--- config.mk ---
export PLATFORM = sky130hd
export DESIGN_NAME = multi_valve_stepper_positioner
export DESIGN_NICKNAME = d
export VERILOG_FILES = /design/src/rtl/mvsp_pkg.sv /design/src/rtl/mvsp_ram.sv /design/src/rtl/multi_valve_stepper_positioner.sv
export VERILOG_INCLUDE_DIRS = /design/src /design/src/rtl
export SDC_FILE = /design/constraint.sdc
export NUM_CORES = 1
export LEC_CHECK = 0
export BUFFER_PORTS_ARGS = -buffer_cell sky130_fd_sc_hd__buf_2
export CAP_MARGIN = 25
export CORE_ASPECT_RATIO = 1.5
export CORE_MARGIN = 3
export CORE_UTILIZATION = 25
export CTS_CLUSTER_DIAMETER = 50
export DETAILED_ROUTE_END_ITERATION = 6
export HOLD_SLACK_MARGIN = 0.03
export PLACE_DENSITY = 0.48
export SLEW_MARGIN = 20
export SYNTH_ARGS = -nofsm -noshare
export SYNTH_HDL_FRONTEND = slang
export SYNTH_HIERARCHICAL = 1
export SYNTH_SLANG_ARGS = --single-unit
export TNS_END_PERCENT = 5
--- constraint.sdc ---
create_clock -name clk -period 5.9 [get_ports clk]
set_input_delay 1.18 -clock clk [delete_from_list [all_inputs] [get_ports clk]]
set_output_delay 1.18 -clock clk [all_outputs]
set_load 0.02 [all_outputs]
--- src/rtl/assert_macros.svh ---
// Assertion helpers, sampled on the rising edge of clk and disabled during reset.
`ifndef ASSERT_MACROS_SVH
`define ASSERT_MACROS_SVH

`define ASSERT_CLK(label, prop, msg) \
	label: assert property (@(posedge clk) disable iff (!arst_n) prop) else $error(msg);

`define ASSERT_NEVER(label, expr, msg) \
	`ASSERT_CLK(label, !(expr), msg)

`endif

--- src/rtl/mvsp_pkg.sv ---
`default_nettype none
package mvsp_pkg;

	localparam int NUM_VALVES_DEF = 6;
	localparam logic [14:0] MAX_POS_RESET = 15'd20480;
	localparam logic [2:0] SELECT_RESET = 3'd7;

	localparam logic [2:0] CMD_TICK = 3'd0;
	localparam logic [2:0] CMD_MOVE = 3'd1;
	localparam logic [2:0] CMD_PRESET = 3'd2;
	localparam logic [2:0] CMD_STOP = 3'd3;
	localparam logic [2:0] CMD_QUERY = 3'd4;

	localparam logic [1:0] STAT_ACCEPTED = 2'd0;
	localparam logic [1:0] STAT_REJECTED = 2'd1;
	localparam logic [1:0] STAT_BUSY = 2'd2;

	typedef enum logic [2:0] {
		OP_NONE,
		OP_TICK,
		OP_MOVE,
		OP_PRESET,
		OP_STOP,
		OP_QZERO
	} op_t;

	typedef enum logic {
		ST_IDLE,
		ST_EXEC
	} state_t;

	typedef struct packed {
		logic [15:0] actual;
		logic [15:0] request;
		logic [2:0] phase;
		logic [15:0] zero_offset;
	} rec_t;

	function automatic logic [3:0] coil_of(input logic [2:0] phase);
		logic [3:0] c;
		unique case (phase)
			3'd0: c = 4'h1;
			3'd1: c = 4'h3;
			3'd2: c = 4'h2;
			3'd3: c = 4'h6;
			3'd4: c = 4'h4;
			3'd5: c = 4'hC;
			3'd6: c = 4'h8;
			3'd7: c = 4'h9;
		endcase
		return c;
	endfunction

endpackage
`default_nettype wire

--- src/rtl/mvsp_ram.sv ---
`default_nettype none
module mvsp_ram #(
	parameter int WIDTH = 8,
	parameter int DEPTH = 8,
	localparam int AW = (DEPTH > 1) ? $clog2(DEPTH) : 1
) (
	input wire logic clk,
	input wire logic we,
	input wire logic [AW-1:0] waddr,
	input wire logic [WIDTH-1:0] wdata,
	input wire logic [AW-1:0] raddr,
	output logic [WIDTH-1:0] rdata
);

	logic [WIDTH-1:0] mem_q [DEPTH];

	always_ff @(posedge clk) begin
		if (we) begin
			mem_q[waddr] <= wdata;
		end
		rdata <= mem_q[raddr];
	end

endmodule
`default_nettype wire

--- src/rtl/multi_valve_stepper_positioner.sv ---
// Channel   Direction  Handshake                 Payload
// command   in         start, busy               command, valve, target_value,
//                                                actual_value, on_limit
// result    out        done (one-cycle strobe)   coil_pattern, select_lines, running,
//                                                status, rep_actual, rep_target,
//                                                rep_zero_error, rep_phase
// config    in         cfg_valid, cfg_ready      cfg_data (max_position)
//
// In each beat, the record is read from the valve memory in the accept cycle and, for
// executed ticks, moves and presets, modified and written back in the next, while busy is high.
// The result strobe comes the cycle after that, when a new beat may already start.
// Reset is asynchronous; the valve records read as zero until first written.
// The receiver cannot stall, and cfg_ready is always high.
`default_nettype none
module multi_valve_stepper_positioner
	import mvsp_pkg::*;
#(
	parameter int NUM_VALVES = mvsp_pkg::NUM_VALVES_DEF
) (
	input wire logic clk,
	input wire logic arst_n,
	input wire logic start,
	output logic busy,
	input wire logic [2:0] command,
	input wire logic [2:0] valve,
	input wire logic signed [15:0] target_value,
	input wire logic signed [15:0] actual_value,
	input wire logic on_limit,
	output logic done,
	output logic [3:0] coil_pattern,
	output logic [2:0] select_lines,
	output logic running,
	output logic [1:0] status,
	output logic signed [15:0] rep_actual,
	output logic signed [15:0] rep_target,
	output logic signed [15:0] rep_zero_error,
	output logic [2:0] rep_phase,
	input wire logic cfg_valid,
	output logic cfg_ready,
	input wire logic [14:0] cfg_data
);

	`include "assert_macros.svh"

	localparam int AW = (NUM_VALVES > 1) ? $clog2(NUM_VALVES) : 1;

	state_t state_q, state_d;
	logic [14:0] max_q;
	logic run_q, run_d;
	logic [AW-1:0] cur_q, cur_d;
	logic [3:0] coil_q, coil_d;
	logic [2:0] sel_q, sel_d;
	logic [NUM_VALVES-1:0] vld_q;

	op_t op_acc, op_s1;
	logic [1:0] stat_acc, status_s1;
	logic [AW-1:0] raddr, addr_s1;
	logic [15:0] tgt_s1, act_s1;
	logic lim_s1;
	logic rd_vld_s1;
	logic vok, tgt_ok, accept;

	rec_t rd_data, rec, nrec;
	logic we;

	logic done_q;
	logic [1:0] status_q;
	rec_t rep_q;

	assign accept = start && (state_q == ST_IDLE);
	assign vok = int'(valve) < NUM_VALVES;
	assign tgt_ok = !target_value[15] && (target_value[14:0] <= max_q);

	always_comb begin
		op_acc = OP_NONE;
		stat_acc = STAT_ACCEPTED;
		raddr = cur_q;
		unique case (command)
			CMD_TICK: begin
				if (run_q) begin
					op_acc = OP_TICK;
				end
			end
			CMD_MOVE: begin
				if (!vok || !tgt_ok) begin
					stat_acc = STAT_REJECTED;
				end else if (run_q) begin
					stat_acc = STAT_BUSY;
				end else begin
					op_acc = OP_MOVE;
					raddr = valve[AW-1:0];
				end
			end
			CMD_PRESET: begin
				if (!vok) begin
					stat_acc = STAT_REJECTED;
				end else begin
					op_acc = OP_PRESET;
					raddr = valve[AW-1:0];
				end
			end
			CMD_STOP: begin
				op_acc = OP_STOP;
			end
			CMD_QUERY: begin
				if (!vok) begin
					stat_acc = STAT_REJECTED;
					op_acc = OP_QZERO;
				end else begin
					raddr = valve[AW-1:0];
				end
			end
			default: begin
			end
		endcase
	end

	mvsp_ram #(
		.WIDTH($bits(rec_t)),
		.DEPTH(NUM_VALVES)
	) u_ram (
		.clk(clk),
		.we(we),
		.waddr(addr_s1),
		.wdata(nrec),
		.raddr(raddr),
		.rdata(rd_data)
	);

	always_ff @(posedge clk) begin
		if (accept) begin
			op_s1 <= op_acc;
			status_s1 <= stat_acc;
			addr_s1 <= raddr;
			tgt_s1 <= target_value;
			act_s1 <= actual_value;
			lim_s1 <= on_limit;
			rd_vld_s1 <= vld_q[raddr];
		end
		if (state_q == ST_EXEC) begin
			status_q <= status_s1;
			rep_q <= (op_s1 == OP_QZERO) ? '0 : nrec;
		end
	end

	assign rec = rd_vld_s1 ? rd_data : '0;

	always_comb begin
		state_d = state_q;
		nrec = rec;
		run_d = run_q;
		cur_d = cur_q;
		coil_d = coil_q;
		sel_d = sel_q;
		we = 1'b0;
		unique case (state_q)
			ST_IDLE: begin
				if (accept) begin
					state_d = ST_EXEC;
				end
			end
			ST_EXEC: begin
				state_d = ST_IDLE;
				unique case (op_s1)
					OP_TICK: begin
						we = 1'b1;
						sel_d = 3'(cur_q);
						if (rec.actual == rec.request) begin
							run_d = 1'b0;
						end else if ($signed(rec.request) > $signed(rec.actual)) begin
							nrec.phase = rec.phase + 3'd1;
							nrec.actual = rec.actual + 16'd1;
							coil_d = coil_of(nrec.phase);
						end else if (lim_s1) begin
							run_d = 1'b0;
							nrec.zero_offset = rec.actual - rec.request;
						end else begin
							nrec.phase = rec.phase - 3'd1;
							nrec.actual = rec.actual - 16'd1;
							coil_d = coil_of(nrec.phase);
						end
					end
					OP_MOVE: begin
						we = 1'b1;
						nrec.request = tgt_s1;
						cur_d = addr_s1;
						run_d = 1'b1;
					end
					OP_PRESET: begin
						we = 1'b1;
						nrec.request = tgt_s1;
						nrec.actual = act_s1;
						cur_d = addr_s1;
						run_d = 1'b1;
					end
					OP_STOP: begin
						run_d = 1'b0;
					end
					OP_NONE, OP_QZERO: begin
					end
					default: begin
					end
				endcase
			end
			default: begin
				state_d = ST_IDLE;
			end
		endcase
	end

	always_ff @(posedge clk or negedge arst_n) begin
		if (!arst_n) begin
			state_q <= ST_IDLE;
			max_q <= MAX_POS_RESET;
			run_q <= 1'b0;
			cur_q <= '0;
			coil_q <= '0;
			sel_q <= SELECT_RESET;
			vld_q <= '0;
			done_q <= 1'b0;
		end else begin
			state_q <= state_d;
			run_q <= run_d;
			cur_q <= cur_d;
			coil_q <= coil_d;
			sel_q <= sel_d;
			done_q <= (state_q == ST_EXEC);
			if (we) begin
				vld_q[addr_s1] <= 1'b1;
			end
			if (cfg_valid) begin
				max_q <= cfg_data;
			end
		end
	end

	assign busy = (state_q == ST_EXEC);
	assign cfg_ready = 1'b1;
	assign done = done_q;
	assign coil_pattern = coil_q;
	assign select_lines = sel_q;
	assign running = run_q;
	assign status = status_q;
	assign rep_actual = rep_q.actual;
	assign rep_target = rep_q.request;
	assign rep_zero_error = rep_q.zero_offset;
	assign rep_phase = rep_q.phase;

	`ASSERT_CLK(a_accept_execs, accept |=> busy, "Accepted beat did not execute.")
	`ASSERT_CLK(a_done_after_exec, done_q |-> $past(busy), "Result strobe without execution.")
	`ASSERT_NEVER(a_write_idle, we && !busy, "Record written outside execution.")
	`ASSERT_NEVER(a_cur_range, int'(cur_q) >= NUM_VALVES, "Current valve out of range.")
	`ASSERT_CLK(a_run_source, $rose(run_q) |-> $past(op_s1 == OP_MOVE || op_s1 == OP_PRESET),
		"Run started without move or preset.")

endmodule
`default_nettype wire
==> out/results.ini <==
[final_layout]
antennaDiodeCount = 0
final_nets = 1772
layout-drive-gt1-share_pct = 17.80
area_delta_synth_final_pct = 17.51

[cts]
cts.repair.resized = 0
clk_root_buffer_cell = clkbuf_16
path_clk_slew_ns = 0.06
cts_tree = done
cts_setup_buffers = 0
htreeDepth = 2
cts_buffer_depth = 3
postCtsHoldBufs = 0
clock_latency_ns = 0.60
numClockSinks = 486
cts-buffers-inserted = 50

[synthesis]
synth_top_family_by_area = compound AO/OA/AOI/OAI gates
ys_seq_area_share_pct = 66.30
syn_area_per_cell_um2 = 13.80
ys_types = 82
yosys.area_share.simple_pct = 7.992
synth_nets = 1632
synthCells = 1521
ys_async_sr_fraction_pct = 6.996
synth_seq_cells = 486
synth_area_leaders = edfxtp_1 (57%), mux2i_1 (8.2%), dfxtp_1 (4.9%), dfrtp_1 (3.5%), ha_1 (3.1%)
synth_compound_area_share_pct = 9.970
synth_most_common_cell = edfxtp_1
synth_top_area_share_pct = 57.35
synthXorXnorAreaFrac_pct = 0.5423
synth_top_cell_by_area = edfxtp_1
syn_area_um2 = 21000
synthMuxAreaShare_pct = 8.516
synth_edf_count = 401
synth_commonest_cells = edfxtp_1 (401), mux2i_1 (173), nand2_1 (109), a21oi_1 (71), inv_1 (67)
synthFlopType = edfxtp_1
synthAdderAreaFrac_pct = 3.290
synth_warnings = 6

[power_and_ir_drop]
power.share.combinational_pct = 27.5
intPower_mw = 7.085
leakagePower_nw = 9.130
power.switching_mw = 3.399
peakVddDrop_v = 0.0001810
swShare_pct = 32.42
seqPwrFrac_pct = 42.1
p_per_area_nw_per_um2 = 424.9
p_clk_share_pct = 30.4

[job]
cap_viol_max_count = 0

[drt]
route.vias.total = 12820
met3_length_um = 2147
routedWlPerCell_um = 20.79
antenna_left = 0
drc_errors = 0
detail_route.iter0.violations = 731
avgViaCountPerCell = 4.556
wl_met1_um = 24010
finalWirelength_um = 58540
highest_layer = met4
first_pass_iters = 5
dr_wl_met2_um = 30600

[timing]
worst_pin_slew_ns = 1.032
holdWs_ns = 0.4429
slew_headroom_pct = 31.17
finalSetupViolations = 0
slew_violations = 0
max_freq_mhz = 218.1
rsz0062_at_grt = no
post-route-period-util_pct = 77.70
clock_skew_ns = 0.01412
timing_hold_violations_final = 0
min_period_ns = 4.584
finalSetupTns_ns = 0

[floorplan]
io-pin-count = 122
die_h_um = 360.9
die_w_um = 242.6
core_area_um2 = 82800
rows = 129
initial_core_util_pct = 25.36
die-area_um2 = 87570

[critical_path]
cp_slowest_stage_delay_ns = 0.67
slowest_stage = a2111oi_0
reg2reg_from = rd_vld_s1
critPathMostFrequentCell = buf_4
start_kind = register
ff2ff_path_depth = 15
cp_max_fo = 30
critPathRequiredTime_ns = 6.37
path_cells = buf_4 > and2_1 > inv_1 > ha_1 > a21o_1 > a21o_1 > a221oi_1 > o211a_1 > a21o_2 > buf_4 > mux2i_1 > or4_1 > a21oi_1 > a2111oi_0 > buf_4
crit_arrival_ns = 5.05
worstSetupPathType = reg -> reg
cp-end-kind = register
timing.rr.end = rep_actual[6]
ff2ff_setup_slack_ns = 1.32

[worst_hold_path]
min_to = status[1]
hp-start = status_s1[1]
holdPathStages = 0
hp-class = reg -> reg

[global_routing]
grt_pass1_wl_um = 87320
antenna_found_initial = 3
overflow = 0
grt_use_total_pct = 13.20
grt_max_degree = 62
grt_pass1_vias = 13390

[placement]
post-dp-hpwl_um = 38620
io_buffers = 120
place_congestion = 0.8962

[status]
status = finished, final reports clean

cells by family (layout without fill, tap and decap cells):
family                   count (synthesis)  after routing
flip-flops                             486            486
AND/OR/NAND/NOR                        330            330
AO/OA/AOI/OAI                          309            309
multiplexers                           178            178
buffers and inverters                  149            330
adder cells (fa/ha/maj)                 55             55
XOR/XNOR                                13             13
other                                    1              1
how the worst max path moves through the flow:
stage               depth (start not counted)                end             start
global route                               14      rep_actual[6]         rd_vld_s1
CTS                                        14      rep_actual[6]         rd_vld_s1
finish                                     15      rep_actual[6]         rd_vld_s1
floorplan                                   7  u_ram/mem_q[1][0]              busy
detailed placement                         13     u_ram/rdata[3]  target_value[13]
global placement                           13     u_ram/rdata[9]  target_value[13]
area by class of cell:
class	count	area, µm²
clock buffers	63	1351
clock inverters	30	299.0
fillers	8325	58130
inverters	68	255.2
multi-input cells	886	6437
flip-flops and latches	486	13920
well taps	1113	1393
repair buffers	169	1013
routing by layer:
layer  global-route usage, %  up-vias
li1                        -     5988
met1                   15.64     6421
met2                   24.41      319
met3                   1.779       96
met4                   4.643        0
met5                       0        -
stage by stage:
stage / instance area [µm²] / power [mW] / utilization, % / cells / setup WS, ns
floorplan: 21000 / 6.392 / - / 1521 / -0.7330
global placement: 23000 / 7.350 / 27.78 / 2719 / 1.054
detailed placement: 23010 / 7.397 / 27.80 / 2721 / 0.9568
CTS: 24660 / 10.62 / 29.79 / 2814 / 1.282
global route: 24670 / 11.01 / 29.80 / 2815 / 0.9840
finish: 24670 / 10.48 / 29.80 / 2815 / 1.316
layout by cell type (no fill, tap or decap), drive strengths merged, types with 6 or more instances in the layout:
master / Yosys / final
edfxtp: 401 / 401
mux2i: 173 / 173
buf: 33 / 168
nand2: 109 / 109
a21oi: 91 / 91
o21ai: 74 / 74
inv: 67 / 72
clkbuf: 48 / 64
ha: 52 / 52
a22o: 51 / 51
dfxtp: 51 / 51
nor2: 48 / 48
nor2b: 42 / 42
nand3: 39 / 39
dfrtp: 29 / 29
nor3: 19 / 19
clkinv: 1 / 17
a211oi: 16 / 16
a21o: 15 / 15
nand4: 12 / 12
and3: 11 / 11
and2: 10 / 10
o22ai: 8 / 8
nand3b: 7 / 7
xnor2: 7 / 7
o211ai: 6 / 6
xor2: 6 / 6
a22oi: 6 / 6
nor3b: 6 / 6
o21bai: 6 / 6
or3: 6 / 6
a31oi: 6 / 6
worst max-delay path: cells and delay by family (launching register included):
kind | cells | cell delay, ns
buffers and inverters | 4 | 1.08
AO/OA/AOI/OAI | 7 | 1.94
adder cells (fa/ha/maj) | 1 | 0.25
AND/OR/NAND/NOR | 2 | 0.58
multiplexers | 1 | 0.24
flip-flops | 1 | 0.34
flip-flops by register name (all words and copies together) (netlist names), 3 cells and up:
signal	cells
act_s1	16
vld_q	6
cur_q	3
rep_zero_error	16
addr_s1	3
max_q	15
tgt_s1	16
select_lines	3
rep_actual	16
u_ram/rdata	51
op_s1	3
rep_phase	3
rep_target	16
u_ram/mem_q	306
coil_pattern	4
power groups by stage:
| stage | combinational, mW | sequential [mW] | clock, mW |
|---|---|---|---|
| after floorplan | 1.89 | 4.51 | 0 |
| after global placement | 2.86 | 4.49 | 0 |
| after detailed placement | 2.91 | 4.49 | 0 |
| after CTS | 2.92 | 4.42 | 3.28 |
| after global routing | 3.15 | 4.45 | 3.41 |
| final | 2.88 | 4.42 | 3.19 |
(Power assumes the default switching activity.)
